<file path="src/rtl/vpv_pkg.sv">
// Shared constants, types and saturation helper for the viewport projection block.
// No dependencies; used by vpv_divider and vertex_project_to_viewport.
`default_nettype none

package vpv_pkg;

   localparam int FRAC_BITS  = 16;
   localparam int DATA_W     = 32;
   localparam int PROD_W     = 2 * DATA_W;
   localparam int TERM_W     = PROD_W - FRAC_BITS;
   localparam int ACC_W      = TERM_W + 2;
   localparam int DVD_W      = DATA_W + FRAC_BITS;
   localparam int DIV_CNT_W  = $clog2(DVD_W);
   localparam int VP_W       = 16;
   localparam int VP_PROD_W  = DATA_W + 1 + VP_W + 1;
   localparam int VP_SUM_W   = VP_PROD_W + 1;
   localparam int ORG_W      = VP_W + FRAC_BITS;
   localparam int COEF_ADDR_W = 5;

   localparam logic signed [DATA_W-1:0] FIX_ONE = DATA_W'(1) << FRAC_BITS;
   localparam logic signed [DATA_W-1:0] SAT_MAX = {1'b0, {(DATA_W-1){1'b1}}};
   localparam logic signed [DATA_W-1:0] SAT_MIN = {1'b1, {(DATA_W-1){1'b0}}};

   localparam logic [VP_W-1:0] VIEW_W_RESET = 16'd640;
   localparam logic [VP_W-1:0] VIEW_H_RESET = 16'd480;

   typedef enum logic [0:0] {
      OP_LOAD      = 1'b0,
      OP_TRANSFORM = 1'b1
   } op_type;

   typedef enum logic [1:0] {
      REG_VIEWPORT_X,
      REG_VIEWPORT_Y,
      REG_VIEWPORT_WIDTH,
      REG_VIEWPORT_HEIGHT
   } reg_index_type;

   typedef enum logic [2:0] {
      ST_IDLE,
      ST_MAC,
      ST_DRAIN,
      ST_DIV_START,
      ST_DIV,
      ST_VIEW_MUL,
      ST_VIEW_ADD,
      ST_DONE
   } state_type;

   function automatic logic signed [DATA_W-1:0] sat32(input logic signed [63:0] v);
      logic signed [DATA_W-1:0] r;
      if (v > 64'(SAT_MAX)) begin
         r = SAT_MAX;
      end else if (v < 64'(SAT_MIN)) begin
         r = SAT_MIN;
      end else begin
         r = v[DATA_W-1:0];
      end
      return r;
   endfunction

endpackage

`default_nettype wire

</file>
<file path="src/rtl/vpv_divider.sv">
// Sequential signed divider: (num << FRAC_BITS) / den, truncated toward zero, saturated.
// Restoring, one quotient bit per cycle. Depends on vpv_pkg.
`default_nettype none

module vpv_divider (
   input  wire logic                                clock,
   input  wire logic                                reset,
   input  wire logic                                start,
   input  wire logic signed [vpv_pkg::DATA_W-1:0]   num,
   input  wire logic signed [vpv_pkg::DATA_W-1:0]   den,
   output logic                                     done,
   output logic signed [vpv_pkg::DATA_W-1:0]        quot
);

   logic                                busy_ff;
   logic                                fin_ff;
   logic                                done_ff;
   logic                                neg_ff;
   logic [vpv_pkg::DIV_CNT_W-1:0]       cnt_ff;
   logic [vpv_pkg::DVD_W-1:0]           dvd_ff;
   logic [vpv_pkg::DATA_W-1:0]          rem_ff;
   logic [vpv_pkg::DATA_W-1:0]          den_ff;
   logic signed [vpv_pkg::DATA_W-1:0]   quot_ff;

   logic [vpv_pkg::DATA_W-1:0]          num_mag;
   logic [vpv_pkg::DATA_W-1:0]          den_mag;
   logic [vpv_pkg::DATA_W:0]            rem_sh;
   logic                                fits;
   logic [vpv_pkg::DATA_W-1:0]          rem_next;
   logic                                pos_over;
   logic                                neg_over;
   logic [vpv_pkg::DATA_W-1:0]          q_low;
   logic signed [vpv_pkg::DATA_W-1:0]   quot_in;

   assign num_mag  = num[vpv_pkg::DATA_W-1] ? (~num + vpv_pkg::DATA_W'(1)) : num;
   assign den_mag  = den[vpv_pkg::DATA_W-1] ? (~den + vpv_pkg::DATA_W'(1)) : den;
   assign rem_sh   = {rem_ff, dvd_ff[vpv_pkg::DVD_W-1]};
   assign fits     = rem_sh >= {1'b0, den_ff};
   assign rem_next = fits ? vpv_pkg::DATA_W'(rem_sh - {1'b0, den_ff})
                          : rem_sh[vpv_pkg::DATA_W-1:0];

   assign q_low    = dvd_ff[vpv_pkg::DATA_W-1:0];
   assign pos_over = |dvd_ff[vpv_pkg::DVD_W-1:vpv_pkg::DATA_W-1];
   assign neg_over = (|dvd_ff[vpv_pkg::DVD_W-1:vpv_pkg::DATA_W]) ||
                     (dvd_ff[vpv_pkg::DATA_W-1] && (|dvd_ff[vpv_pkg::DATA_W-2:0]));

   always_comb begin
      if (neg_ff) begin
         quot_in = neg_over ? vpv_pkg::SAT_MIN : (~q_low + vpv_pkg::DATA_W'(1));
      end else begin
         quot_in = pos_over ? vpv_pkg::SAT_MAX : q_low;
      end
   end

   always_ff @(posedge clock) begin
      if (reset) begin
         busy_ff <= 1'b0;
         fin_ff  <= 1'b0;
         done_ff <= 1'b0;
      end else begin
         done_ff <= fin_ff;
         fin_ff  <= busy_ff && (cnt_ff == '0);
         if (start) begin
            busy_ff <= 1'b1;
         end else if (busy_ff && (cnt_ff == '0)) begin
            busy_ff <= 1'b0;
         end
      end
   end

   always_ff @(posedge clock) begin
      if (start) begin
         dvd_ff <= {num_mag, {vpv_pkg::FRAC_BITS{1'b0}}};
         rem_ff <= '0;
         den_ff <= den_mag;
         neg_ff <= num[vpv_pkg::DATA_W-1] ^ den[vpv_pkg::DATA_W-1];
         cnt_ff <= vpv_pkg::DIV_CNT_W'(vpv_pkg::DVD_W - 1);
      end else if (busy_ff) begin
         dvd_ff <= {dvd_ff[vpv_pkg::DVD_W-2:0], fits};
         rem_ff <= rem_next;
         cnt_ff <= cnt_ff - vpv_pkg::DIV_CNT_W'(1);
      end
      if (fin_ff) begin
         quot_ff <= quot_in;
      end
   end

   assign done = done_ff;
   assign quot = quot_ff;

endmodule

`default_nettype wire
</file>
<file path="config.mk">
export PLATFORM = sky130hd
export DESIGN_NAME = vpv_divider
export DESIGN_NICKNAME = d
export VERILOG_FILES = /design/src/rtl/vpv_pkg.sv /design/src/rtl/vpv_divider.sv
export SDC_FILE = /design/constraint.sdc
export NUM_CORES = 1
export LEC_CHECK = 0
export BUFFER_PORTS_ARGS = -buffer_cell sky130_fd_sc_hd__buf_2
export CORE_ASPECT_RATIO = 0.6
export CORE_MARGIN = 2
export CORE_UTILIZATION = 45
export CTS_CLUSTER_SIZE = 14
export DETAILED_ROUTE_END_ITERATION = 6
export HOLD_SLACK_MARGIN = 0.02
export PLACE_DENSITY = 0.7
export SLEW_MARGIN = 20
export SYNTH_ARGS = -nofsm -noshare
export SYNTH_HDL_FRONTEND = slang
export SYNTH_SLANG_ARGS = --single-unit
</file>
<file path="constraint.sdc">
create_clock -name clock -period 6.6 [get_ports clock]
set_input_delay 0.33 -clock clock [delete_from_list [all_inputs] [get_ports clock]]
set_output_delay 0.33 -clock clock [all_outputs]
set_load 0.03 [all_outputs]
</file>
Yosys cells after proc, flatten, opt, wreduce, memory -nomap -nowiden --
Cells that the tools add are included.
Storage, ports and cells: register bits after elaboration 154, output and inout port bits 33, word-level logic and storage cells 40, bits of input ports 67
Cells by class: reduce and logical (&&, ||, !) cells 9, magnitude comparators 1, bitwise operators 4, add/sub/neg operators 5, multiplexer cells 10
Operators by type and width (number):
- $mux 32 | 5
- $mux 48 | 2
- $not 32->32 | 3
- $add 32x2->32 const B | 2
- $ge 33x32->1 | 1
- $add 32x1->32 const B | 1
- $sub 32x32->32 | 1
- $mux 31 | 1
- $reduce_or 31->1 | 1
- $reduce_or 17->1 | 1
- $reduce_or 16->1 | 1
- $logic_not 6->1 | 1
- $sub 6x1->6 const B | 1
- $reduce_bool 2->1 | 2
- $logic_and 1x1->1 | 2
- $mux 1 | 2
- $logic_or 1x1->1 | 1
- $xor 1x1->1 | 1

Depth between registers and ports, before layout --
Gate-level depths: netlist of the first run.
depth after elaboration 5, depth in mapped cells 13, gate-level depth less buffers 12

Least setup slack after synthesis of the first run --
OpenSTA, ideal clock, no wires.
path kind input port to flip-flop, start input num[12] in the netlist's numbering, end register dvd_ff[45] in the netlist's numbering, data pin, library setup time 0.256 ns, data required time 6.344 ns, buffers on the path 0, stages on the path 7, path slack 3.752 ns, arrival 2.592 ns, cells stage by stage or4_4 > or3_4 > or4_4 > or4_4 > o41ai_2 > xnor2_1 > a22o_1
On the way: longest elaborated chain between the ends 4
Ends and longest elaborated chain:
- start: declaration | RTL line vpv_divider.sv:9 | input wire logic signed [vpv_pkg::DATA_W-1:0] num,
- $not 32->32 | RTL line vpv_divider.sv:35 | assign num_mag = num[vpv_pkg::DATA_W-1] ? (~num + vpv_pkg::DATA_W'(1)) : num;
- $add 32x2->32 | RTL line vpv_divider.sv:35
- $mux 32 | RTL line vpv_divider.sv:35
- $mux 48 | RTL line vpv_divider.sv:72 | if (start) begin
- end signal: assignment | RTL line vpv_divider.sv:73 | dvd_ff <= {num_mag, {vpv_pkg::FRAC_BITS{1'b0}}};
- end signal: assignment | RTL line vpv_divider.sv:79 | dvd_ff <= {dvd_ff[vpv_pkg::DVD_W-2:0], fits};
- end: declaration | RTL line vpv_divider.sv:20 | logic [vpv_pkg::DVD_W-1:0] dvd_ff;
Every way passes these cells. A chain may end at the register's enable or synchronous reset.

Worst setup path after layout of the first run --
start register dvd_ff[0] in the netlist's numbering, end register quot_ff (netlist bit quot[15]), data pin
On the way: longest elaborated chain between the ends 5, elaborated cells between the ends (all ways) 7, those cells by class 1 x add/sub; 2 x mux; 1 x bitwise; 3 x reduce/logical
Ends and longest elaborated chain:
- branches (longest 3 deep; another with $add 32x1->32)
- $mux 32 (*) | RTL line vpv_divider.sv:49 | quot_in = neg_over ? vpv_pkg::SAT_MIN : (~q_low + vpv_pkg::DATA_W'(1));
- $mux 32 (*) | RTL line vpv_divider.sv:48 | if (neg_ff) begin
- net quot_in, one bit | RTL line vpv_divider.sv:33 | logic signed [vpv_pkg::DATA_W-1:0] quot_in;
- end signal: assignment | RTL line vpv_divider.sv:84 | quot_ff <= quot_in;
- end: declaration | RTL line vpv_divider.sv:23 | logic signed [vpv_pkg::DATA_W-1:0] quot_ff;
Mark *: on every way through the listed nets, which the timed path passes.

==> flow_summary_export.csv, run 1 <==
group,metric,value,unit
worst_setup_path,worst_path_max_delay_cell,"nor3_2",
synth,yosysUniqueCellTypes,61,
placed_design,dp_hpwl,16900,µm
timing,worst_pin_slew,941,ps
synth,synth-simple-area-share,0.176,
worst_setup_path,critPathArrivalTime,4430,ps
finish,final_common_cell,"nand2_1",
clocking,cts_buffers,17,
placed_design,portBuffers,99,
detailed_routing,drc,0,
worst_hold_path,hold_class,"in -> reg",
synth,syn-cell-area,0.00957,mm²
detailed_routing,wl_per_cell,16.9,µm
placed_design,preCtsSetupSlack,2210,ps
synth,yosys_warnings,0,
timing,worst_slack,2370,ps
synth,avgSynthCellArea,9.18,µm²
floorplan,die_area,0.0225,mm²
timing,finalHoldViolCount,0,
timing,post-route-min-period,4230,ps
worst_setup_path,crit_type,"reg -> reg",
grt,grt_pass1_wl,38300,µm
synth,syn_nets,1148,
clocking,cts_tree,"done",
detailed_routing,ant_nets,0,
clocking,cts_buffer_depth,2,
detailed_routing,wl_met3,1890,µm
timing,slew_headroom,0.373,
timing,rsz0062_at_grt,"no",
floorplan,start_util,0.457,
timing,clock_skew,11.4,ps
clocking,post_cts_buffers,0,
placed_design,place_congestion,0.900,
synth,synth_top_family_by_area,"compound AO/OA/AOI/OAI gates",
synth,synth-main-ff-cell,"edfxtp_1",
detailed_routing,dr.pass1.iters,5,
timing,max_freq,236,MHz
floorplan,io_pins,100,
grt,grt_pass1_vias,7250,
worst_setup_path,path_cells,"inv_1 > ha_1 > nor4b_1 > nand4_1 > nand2b_1 > nor3_2 > a21o_1 > nand2_1 > o311ai_0",
placed_design,place_area,0.0103,mm²
grt,overflow,0,
synth,synth_compound_area_frac,0.198,
synth,netlist_instances,1043,
detailed_routing,drt-initial-drc-count,874,
timing,fin_crit_sh,0.641,
timing,slew_violations,0,
floorplan,row_count,41,
finish,final_net_count,1221,
pwr,ir_worst_vdd,0.194,mV
finish,final_cells,1408,
detailed_routing,viasPerCell,5.73,
placed_design,dp.cells,1376,
synth,synthMuxAreaShare,0.0273,
synth,async_flop_share,0,
synth,synth_edf_count,97,
synth,synth_xor_area_frac,0.0796,
worst_setup_path,end_kind,"flop",
finish,final_cell_mix,"nand2_1, buf_2, edfxtp_1",
flow_run,cap_viol_max_count,0,
worst_setup_path,max_stage_delay,580,ps
finish,multi_input_area,0.00510,mm²
detailed_routing,route.met2.wl,9400,µm
grt,grt_max_degree,58,
detailed_routing,wl,23800,µm
clocking,cts_sinks,154,
clocking,clk_pin_slew,60,ps
grt,grt_usage,0.217,
pwr,p_leak,4.23,nW
worst_setup_path,cp-start-kind,"flop",
clocking,cts_resized,0,
synth,yosys_register_bits,154,
detailed_routing,top_layer_used,"met4",
floorplan,core-area,0.0209,mm²
synth,synth_seq_area_share,0.424,
finish,final_core_util,0.520,
finish,antenna_cells,0,
floorplan,die_x,192,µm
clocking,clock_latency,430,ps
finish,design_area,0.0109,mm²
outcome,status,"complete, no violations",
finish,drive_above_1_share,0.141,
finish,seq_area,0.00406,mm²
worst_setup_path,cp_max_fo,18,
detailed_routing,wl_met1,12300,µm
clocking,cts_root_buf,"clkbuf_16",
worst_setup_path,cp.required,6800,ps
finish,nFillCells,1940,
pwr,power_density,245,mW/mm²
clocking,holdBufCountCts,0,
timing,setup_violations,0,
pwr,fin_total_pwr,2.67,mW
finish,syn2layout_area_growth,13.8,%
floorplan,die_h,117,µm
clocking,cts_htree_levels,4,
grt,antenna_found_initial,0,
detailed_routing,vias,8071,
synth,synthAdderAreaFrac,0.0505,
timing,timing.hold.ws,106,ps
timing,tns,0,ps
==> registers in the layout, summed over array words and instances, names as in the netlist <==
| signal | count |
|---|---|
| done | 1 |
| fin_ff | 1 |
| quot | 32 |
| busy_ff | 1 |
| neg_ff | 1 |
| cnt_ff | 6 |
| rem_ff | 32 |
| den_ff | 32 |
| dvd_ff | 48 |
==> Yosys cell counts (3+ instances only) <==
cell type | count | area [µm²]
nand4_1 | 7 | 43.8
nand3b_1 | 3 | 22.5
nor4b_1 | 3 | 26.3
o211a_1 | 3 | 30.0
and2_1 | 6 | 37.5
buf_1 | 3 | 11.3
and3_1 | 7 | 43.8
o21bai_1 | 4 | 30.0
o21a_1 | 6 | 45.0
nor2_1 | 78 | 293
a21o_1 | 10 | 75.1
o31ai_1 | 22 | 165
o21ai_0 | 67 | 335
nor4_1 | 12 | 75.1
o311ai_1 | 8 | 70.1
nor2b_1 | 6 | 37.5
o41ai_1 | 9 | 78.8
nand2b_1 | 19 | 119
or2_2 | 5 | 31.3
a311oi_1 | 16 | 140
xor2_1 | 10 | 87.6
mux2i_1 | 25 | 250
or4_1 | 9 | 67.6
edfxtp_1 | 97 | 2910
or4_4 | 4 | 45.0
nand3_1 | 23 | 115
dfxtp_1 | 57 | 1140
o21ai_1 | 5 | 25.0
o311ai_0 | 10 | 87.6
a21oi_1 | 40 | 200
nor3_1 | 25 | 125
ha_1 | 37 | 463
nand2_1 | 130 | 488
or3_1 | 8 | 50.1
xnor2_1 | 77 | 674
o211ai_1 | 7 | 52.6
a31oi_1 | 5 | 31.3
inv_1 | 61 | 229
a211oi_1 | 7 | 52.6
a21boi_0 | 5 | 37.5
a22o_1 | 33 | 289
clkbuf_1 | 48 | 180
==> area by class of cell <==
type | count | area share
Clock inverter | 14 | 0.0156
Multi-Input combinational cell | 775 | 0.468
Sequential cell | 154 | 0.372
Clock buffer | 18 | 0.0394
Tap cell | 279 | 0.0321
Inverter | 61 | 0.0210
Timing Repair Buffer | 107 | 0.0512
==> metal layers <==
metal | vias to the layer above | GRT usage
met5 | - | 0
met4 | 0 | 0.0570
met3 | 20 | 0.0525
met2 | 269 | 0.300
met1 | 3803 | 0.335
li1 | 3979 | -
==> report_power, final <==
group	total [mW]	switching, mW	internal (mW)
logic	0.516	0.310	0.206
registers	1.14	0.0444	1.10
clock network	1.01	0.411	0.596
total	2.67	0.765	1.90
==> critical path: cells and delay by family, from the launching register on <==
kind / cells / cell delay (ps)
simple gates: 5 / 2280
buf+inv: 1 / 90
compound gates: 2 / 1080
flops: 1 / 350
fa+ha+maj: 1 / 200
==> kinds of logic after synthesis <==
logic type | Yosys count
AND/OR/NAND/NOR | 352
AO/OA/AOI/OAI | 272
flip-flops | 154
buffers and inverters | 114
XOR/XNOR | 87
adder cells (fa/ha/maj) | 38
multiplexers | 26
==> final timing paths <==
check             startpoint         end  slack, ps  depth (start not counted)
setup / recovery   dvd_ff[0]    quot[15]       2370                          9
hold / removal        den[0]   den_ff[0]        110                          1
setup reg to reg   dvd_ff[0]    quot[15]       2370                          9
hold reg to reg   rem_ff[20]  rem_ff[20]        480                          2
No activity file was read; power rests on OpenSTA's default activity.
==> run 2, diff against run 1 <==
--- a/config.mk
+++ b/config.mk
@@ -12,7 +12,7 @@
 export CTS_CLUSTER_SIZE = 14
 export DETAILED_ROUTE_END_ITERATION = 6
 export HOLD_SLACK_MARGIN = 0.02
-export PLACE_DENSITY = 0.7
+export PLACE_DENSITY = 0.72
 export SLEW_MARGIN = 20
 export SYNTH_ARGS = -nofsm -noshare
 export SYNTH_HDL_FRONTEND = slang
==> constraint.sdc (replaced) <==
create_clock -name clock -period 3.7 [get_ports clock]
set_input_delay 0.185 -clock clock [delete_from_list [all_inputs] [get_ports clock]]
set_output_delay 0.185 -clock clock [all_outputs]
set_load 0.03 [all_outputs]
==> run 2 against run 1 <==
Compared with the run above: sequential power increased by 80%; clock-buffer cell count increased by 3; utilization rose by 0.31 points; sequential share of layout area shrank 0.22 points; critical path depth shrank 3; flip-flop and latch count stayed put; combinational power rose by 79%; worst setup slack got worse by 2000 ps; routed wire length rose by 1.1%; first-iteration DRC count grew 13%.
==> flow_summary_export.csv, run 2 (synthesized netlist as in run 1, its figures left out) <==
group,metric,value,unit
outcome,status,"complete, no violations",
grt,grt_usage,0.221,
placed_design,portBuffers,99,
clocking,cts_resized,0,
finish,drive_above_1_share,0.145,
floorplan,core-area,0.0209,mm²
floorplan,die_area,0.0225,mm²
placed_design,place_congestion,0.911,
worst_setup_path,cp_max_fo,18,
pwr,ir_worst_vdd,0.358,mV
timing,post-route-min-period,3330,ps
worst_setup_path,cp.required,3880,ps
timing,finalHoldViolCount,0,
finish,syn2layout_area_growth,14.5,%
worst_setup_path,end_kind,"flop",
timing,rsz0062_at_grt,"no",
placed_design,dp_hpwl,17000,µm
pwr,switching_share,0.297,
grt,overflow,0,
flow_run,cap_viol_max_count,0,
finish,regMostFlops,"dvd_ff",
clocking,clk_pin_slew,70,ps
worst_setup_path,max_stage_delay,620,ps
detailed_routing,wl_per_cell,17.0,µm
worst_setup_path,worst_path_max_delay_cell,"o311ai_0",
worst_setup_path,r2r-start,"dvd_ff[24]",
detailed_routing,dr.pass1.iters,5,
timing,slew_headroom,0.393,
grt,antenna_found_initial,0,
floorplan,die_x,192,µm
finish,largest_reg_flops,48,
finish,nFillCells,1925,
placed_design,preCtsSetupSlack,389,ps
worst_setup_path,path_common_cell,"or3_1",
pwr,switching_power,1.41,mW
clocking,cts_buffer_depth,2,
timing,worst_slack,371,ps
pwr,p_clk_frac,0.371,
clocking,cts_tree,"done",
grt,grt_max_degree,60,
worst_setup_path,critPathTopFamily,"simple AND/OR/NAND/NOR gates",
detailed_routing,wl,24100,µm
timing,fin_crit_sh,0.900,
floorplan,start_util,0.457,
finish,design_area,0.0110,mm²
finish,final_net_count,1230,
grt,grt_pass1_wl,39000,µm
worst_setup_path,r2r_slack,370,ps
worst_setup_path,path_depth,6,
clocking,clock_latency,440,ps
timing,clock_skew,8.69,ps
detailed_routing,vias,8288,
grt,grt_pass1_vias,7554,
pwr,p_leak,4.27,nW
detailed_routing,viasPerCell,5.85,
timing,worst_pin_slew,902,ps
pwr,power_density,432,mW/mm²
clocking,cts_buffers,17,
finish,final_common_cell,"nand2_1",
detailed_routing,drt-initial-drc-count,986,
placed_design,place_area,0.0103,mm²
timing,setup_violations,0,
timing,tns,0,ps
worst_setup_path,path_cells,"or3_1 > or3_1 > nor4_1 > a21o_1 > nand2_1 > o311ai_0",
timing,slew_violations,0,
pwr,pwr-share-seq,0.433,
timing,max_freq,300,MHz
pwr,comb_power_share,0.195,
worst_setup_path,cp_num_buf_inv,0,
worst_setup_path,r2r-end,"quot[20]",
worst_setup_path,ff2ff_path_depth,6,
worst_setup_path,cp-start-kind,"flop",
worst_setup_path,endpoint,"quot[20]",
worst_hold_path,hold_class,"in -> reg",
floorplan,io_pins,100,
finish,antenna_cells,0,
worst_setup_path,crit_type,"reg -> reg",
detailed_routing,ant_nets,0,
worst_setup_path,cp-startpoint,"dvd_ff[24]",
clocking,cts_root_buf,"clkbuf_16",
detailed_routing,drc,0,
timing,timing.hold.ws,55.1,ps
worst_setup_path,critPathArrivalTime,3510,ps
clocking,cts_sinks,154,
clocking,cts_htree_levels,4,
finish,final_cell_mix,"nand2_1, buf_2, edfxtp_1",
floorplan,row_count,41,
pwr,power.internal,3.33,mW
floorplan,die_h,117,µm
[run 2: cell count changes in the layout (fill, tap and decap cells not counted), sizes merged]
| cell | previous run | this run |
|---|---|---|
| buf | 107 | 114 |
| clkinvlp | 4 | 2 |
| dlygate4sd3 | 0 | 2 |
| bufinv | 3 | 0 |
| inv | 64 | 66 |
| clkbuf | 18 | 21 |
[run 2: worst min path at each step]
stage / from / endpoint / cells after the start
after CTS: den[30] / den_ff[31] / 2
after floorplan: reset / done / 1
after detailed placement: reset / busy_ff / 2
after global routing: den[22] / den_ff[22] / 2
final: den[30] / den_ff[31] / 2
after global placement: reset / busy_ff / 2
[run 2: stage by stage]
step,instances,util,power (mW)
final,1417,0.523,4.74
after global routing,1417,0.523,4.95
after CTS,1417,0.523,4.74
after detailed placement,1383,0.494,2.99
after global placement,1383,0.494,2.97
after floorplan,1043,-,2.71
[run 2: power groups by stage]
stage	Combinational, mW	Clock (mW)	Sequential [mW]
5_1_grt	1.03	1.85	2.07
6_report	0.925	1.76	2.05
3_5_place_dp	0.901	0	2.09
3_3_place_gp	0.886	0	2.08
4_1_cts	0.913	1.78	2.05
2_1_floorplan	0.669	0	2.04
[run 2: what timing repair did]
item | in CTS | in global routing
hold endpoints to repair | 4 | 0
setup buffers | 0 | 0
hold buffers | 2 | 0
[run 2: routing by layer]
layer	routed length (µm)	global-route usage	up-vias	share of wire
met3	1780	0.0468	27	0.074
met1	12200	0.337	3928	0.50
met2	9870	0.312	325	0.41
li1	-	-	4008	-
met4	296	0.0641	0	0.012
met5	0	0	-	0
[run 2: final cells by class]
type | instances | area [µm²] | area share
well taps | 279 | 349 | 0.0319
multi-input cells | 775 | 5090 | 0.465
repair buffers | 116 | 631 | 0.0576
inverters | 61 | 229 | 0.0209
clock buffers | 21 | 503 | 0.0459
flip-flops and latches | 154 | 4060 | 0.370
clock inverters | 11 | 96.3 | 0.00879
==> run 3, diff against run 2 <==
--- a/config.mk
+++ b/config.mk
@@ -11,7 +11,7 @@
 export CORE_UTILIZATION = 45
 export CTS_CLUSTER_SIZE = 14
 export DETAILED_ROUTE_END_ITERATION = 6
-export HOLD_SLACK_MARGIN = 0.02
+export HOLD_SLACK_MARGIN = 0.1
 export PLACE_DENSITY = 0.72
 export SLEW_MARGIN = 20
 export SYNTH_ARGS = -nofsm -noshare
==> run 3 against run 2 <==
Compared with the run above: clock skew rose by 1.0 ps; worst setup slack improved by 4.8 ps; die area did not move; cell count rose by 2.0%; critical path depth did not move; utilization rose by 1.4 points; highest routed layer unchanged.
==> flow_summary_export.csv, run 3 (synthesized netlist as in run 1, its figures left out) <==
group,metric,value,unit
detailed_routing,dr.pass1.iters,5,
outcome,status,"complete, no violations",
finish,final_cell_mix,"nand2_1, buf_2, edfxtp_1",
clocking,cts_buffers,17,
worst_setup_path,cp.required,3880,ps
pwr,switching_power,1.41,mW
timing,worst_pin_slew,913,ps
worst_setup_path,end_kind,"flop",
timing,post-route-min-period,3320,ps
detailed_routing,drt-initial-drc-count,866,
clocking,clock_latency,440,ps
detailed_routing,wl,24400,µm
flow_run,cap_viol_max_count,0,
worst_setup_path,crit_type,"reg -> reg",
worst_setup_path,path_cells,"or3_1 > or3_1 > nor4_1 > a21o_1 > nand2_1 > o311ai_0",
worst_setup_path,worst_path_max_delay_cell,"o311ai_0",
detailed_routing,route.met2.wl,10100,µm
pwr,power_density,423,mW/mm²
grt,grt_usage,0.223,
worst_setup_path,max_stage_delay,620,ps
pwr,comb_power_share,0.199,
pwr,ir_worst_vdd,0.357,mV
floorplan,die_x,192,µm
timing,rsz0062_at_grt,"no",
floorplan,io_pins,100,
pwr,p_clk_frac,0.369,
clocking,cts_buffer_depth,2,
worst_hold_path,hold_class,"in -> reg",
pwr,pwr-share-seq,0.432,
finish,syn2layout_area_growth,17.5,%
detailed_routing,wl_met3,1720,µm
finish,final_net_count,1259,
clocking,cts_htree_levels,4,
clocking,post_cts_buffers,0,
worst_setup_path,cp_max_fo,18,
placed_design,portBuffers,99,
detailed_routing,viasPerCell,5.76,
pwr,p_leak,4.39,nW
finish,final_common_cell,"nand2_1",
worst_setup_path,path_common_cell,"or3_1",
pwr,fin_total_pwr,4.76,mW
timing,finalHoldViolCount,0,
detailed_routing,wl_per_cell,16.8,µm
clocking,cts_resized,0,
timing,max_freq,301,MHz
grt,grt_pass1_vias,7701,
detailed_routing,vias,8335,
finish,final_cells,1446,
clocking,cts_sinks,154,
grt,overflow,0,
clocking,cts_root_buf,"clkbuf_16",
clocking,cts_tree,"done",
timing,slew_violations,0,
timing,timing.hold.ws,146,ps
clocking,clk_pin_slew,70,ps
detailed_routing,wl_met1,12200,µm
detailed_routing,top_layer_used,"met4",
floorplan,start_util,0.457,
placed_design,dp.cells,1383,
worst_setup_path,cp-start-kind,"flop",
detailed_routing,ant_nets,0,
timing,slew_headroom,0.385,
floorplan,die_area,0.0225,mm²
timing,fin_crit_sh,0.899,
timing,setup_violations,0,
finish,final_core_util,0.537,
worst_setup_path,critPathArrivalTime,3510,ps
floorplan,row_count,41,
floorplan,core-area,0.0209,mm²
pwr,switching_share,0.296,
grt,antenna_found_initial,0,
floorplan,die_h,117,µm
finish,regMostFlops,"dvd_ff",
placed_design,dp_hpwl,17000,µm
finish,antenna_cells,0,
pwr,power.internal,3.35,mW
finish,largest_reg_flops,48,
timing,clock_skew,9.70,ps
detailed_routing,drc,0,
finish,drive_above_1_share,0.141,
grt,grt_max_degree,60,
timing,tns,0,ps
grt,grt_pass1_wl,39400,µm
placed_design,place_congestion,0.911,
## run 3: cell types whose count changed in the layout (fill, tap and decap cells not counted)
| cell | before | now |
|---|---|---|
| dlygate4sd3_1 | 2 | 31 |
## run 3: layer usage
layer | vias to the layer above | global-route usage
met5 | - | 0
met4 | 0 | 0.0641
met3 | 26 | 0.0465
met2 | 306 | 0.321
met1 | 3944 | 0.337
li1 | 4059 | -
## run 3: stage by stage
stage	area [µm²]	worst slack [ps]
2_1_floorplan	9570	941
3_3_place_gp	10300	535
3_5_place_dp	10300	389
4_1_cts	11200	354
5_1_grt	11200	127
6_report	11200	375
## run 3: final timing paths
kind / from / to / slack [ps] / depth (start not counted)
max: dvd_ff[24] / quot[20] / 380 / 6
min: den[1] / den_ff[1] / 150 / 3
max reg2reg: dvd_ff[24] / quot[20] / 380 / 6
min reg2reg: rem_ff[31] / rem_ff[31] / 470 / 2
## run 3: timing repair
item / CTS / global route
endpoints found under the hold margin: 34 / 0
hold buffers: 31 / 0
endpoints found under the setup margin: 0 / 0
## run 3: power by group through the flow
stage / clock network [mW] / registers (mW) / logic [mW]
after detailed placement: 0 / 2.09 / 0.901
after global placement: 0 / 2.08 / 0.886
final: 1.76 / 2.05 / 0.947
after floorplan: 0 / 2.04 / 0.669
after CTS: 1.78 / 2.05 / 0.936
after global routing: 1.85 / 2.07 / 1.06
## run 3: cell type report
cell class / count / area (µm²)
fillers: 1878 / 9680
clock inverters: 11 / 96.3
repair buffers: 145 / 921
inverters: 61 / 229
multi-input cells: 775 / 5090
clock buffers: 21 / 503
well taps: 279 / 349
flip-flops and latches: 154 / 4060
## run 3: worst max-delay path: cells and delay by family (launching register included)
kind / cells / cell delay (ps)
and+or+nand+nor: 4 / 1730
AOI/OAI and AO/OA: 2 / 840
DFF: 1 / 500
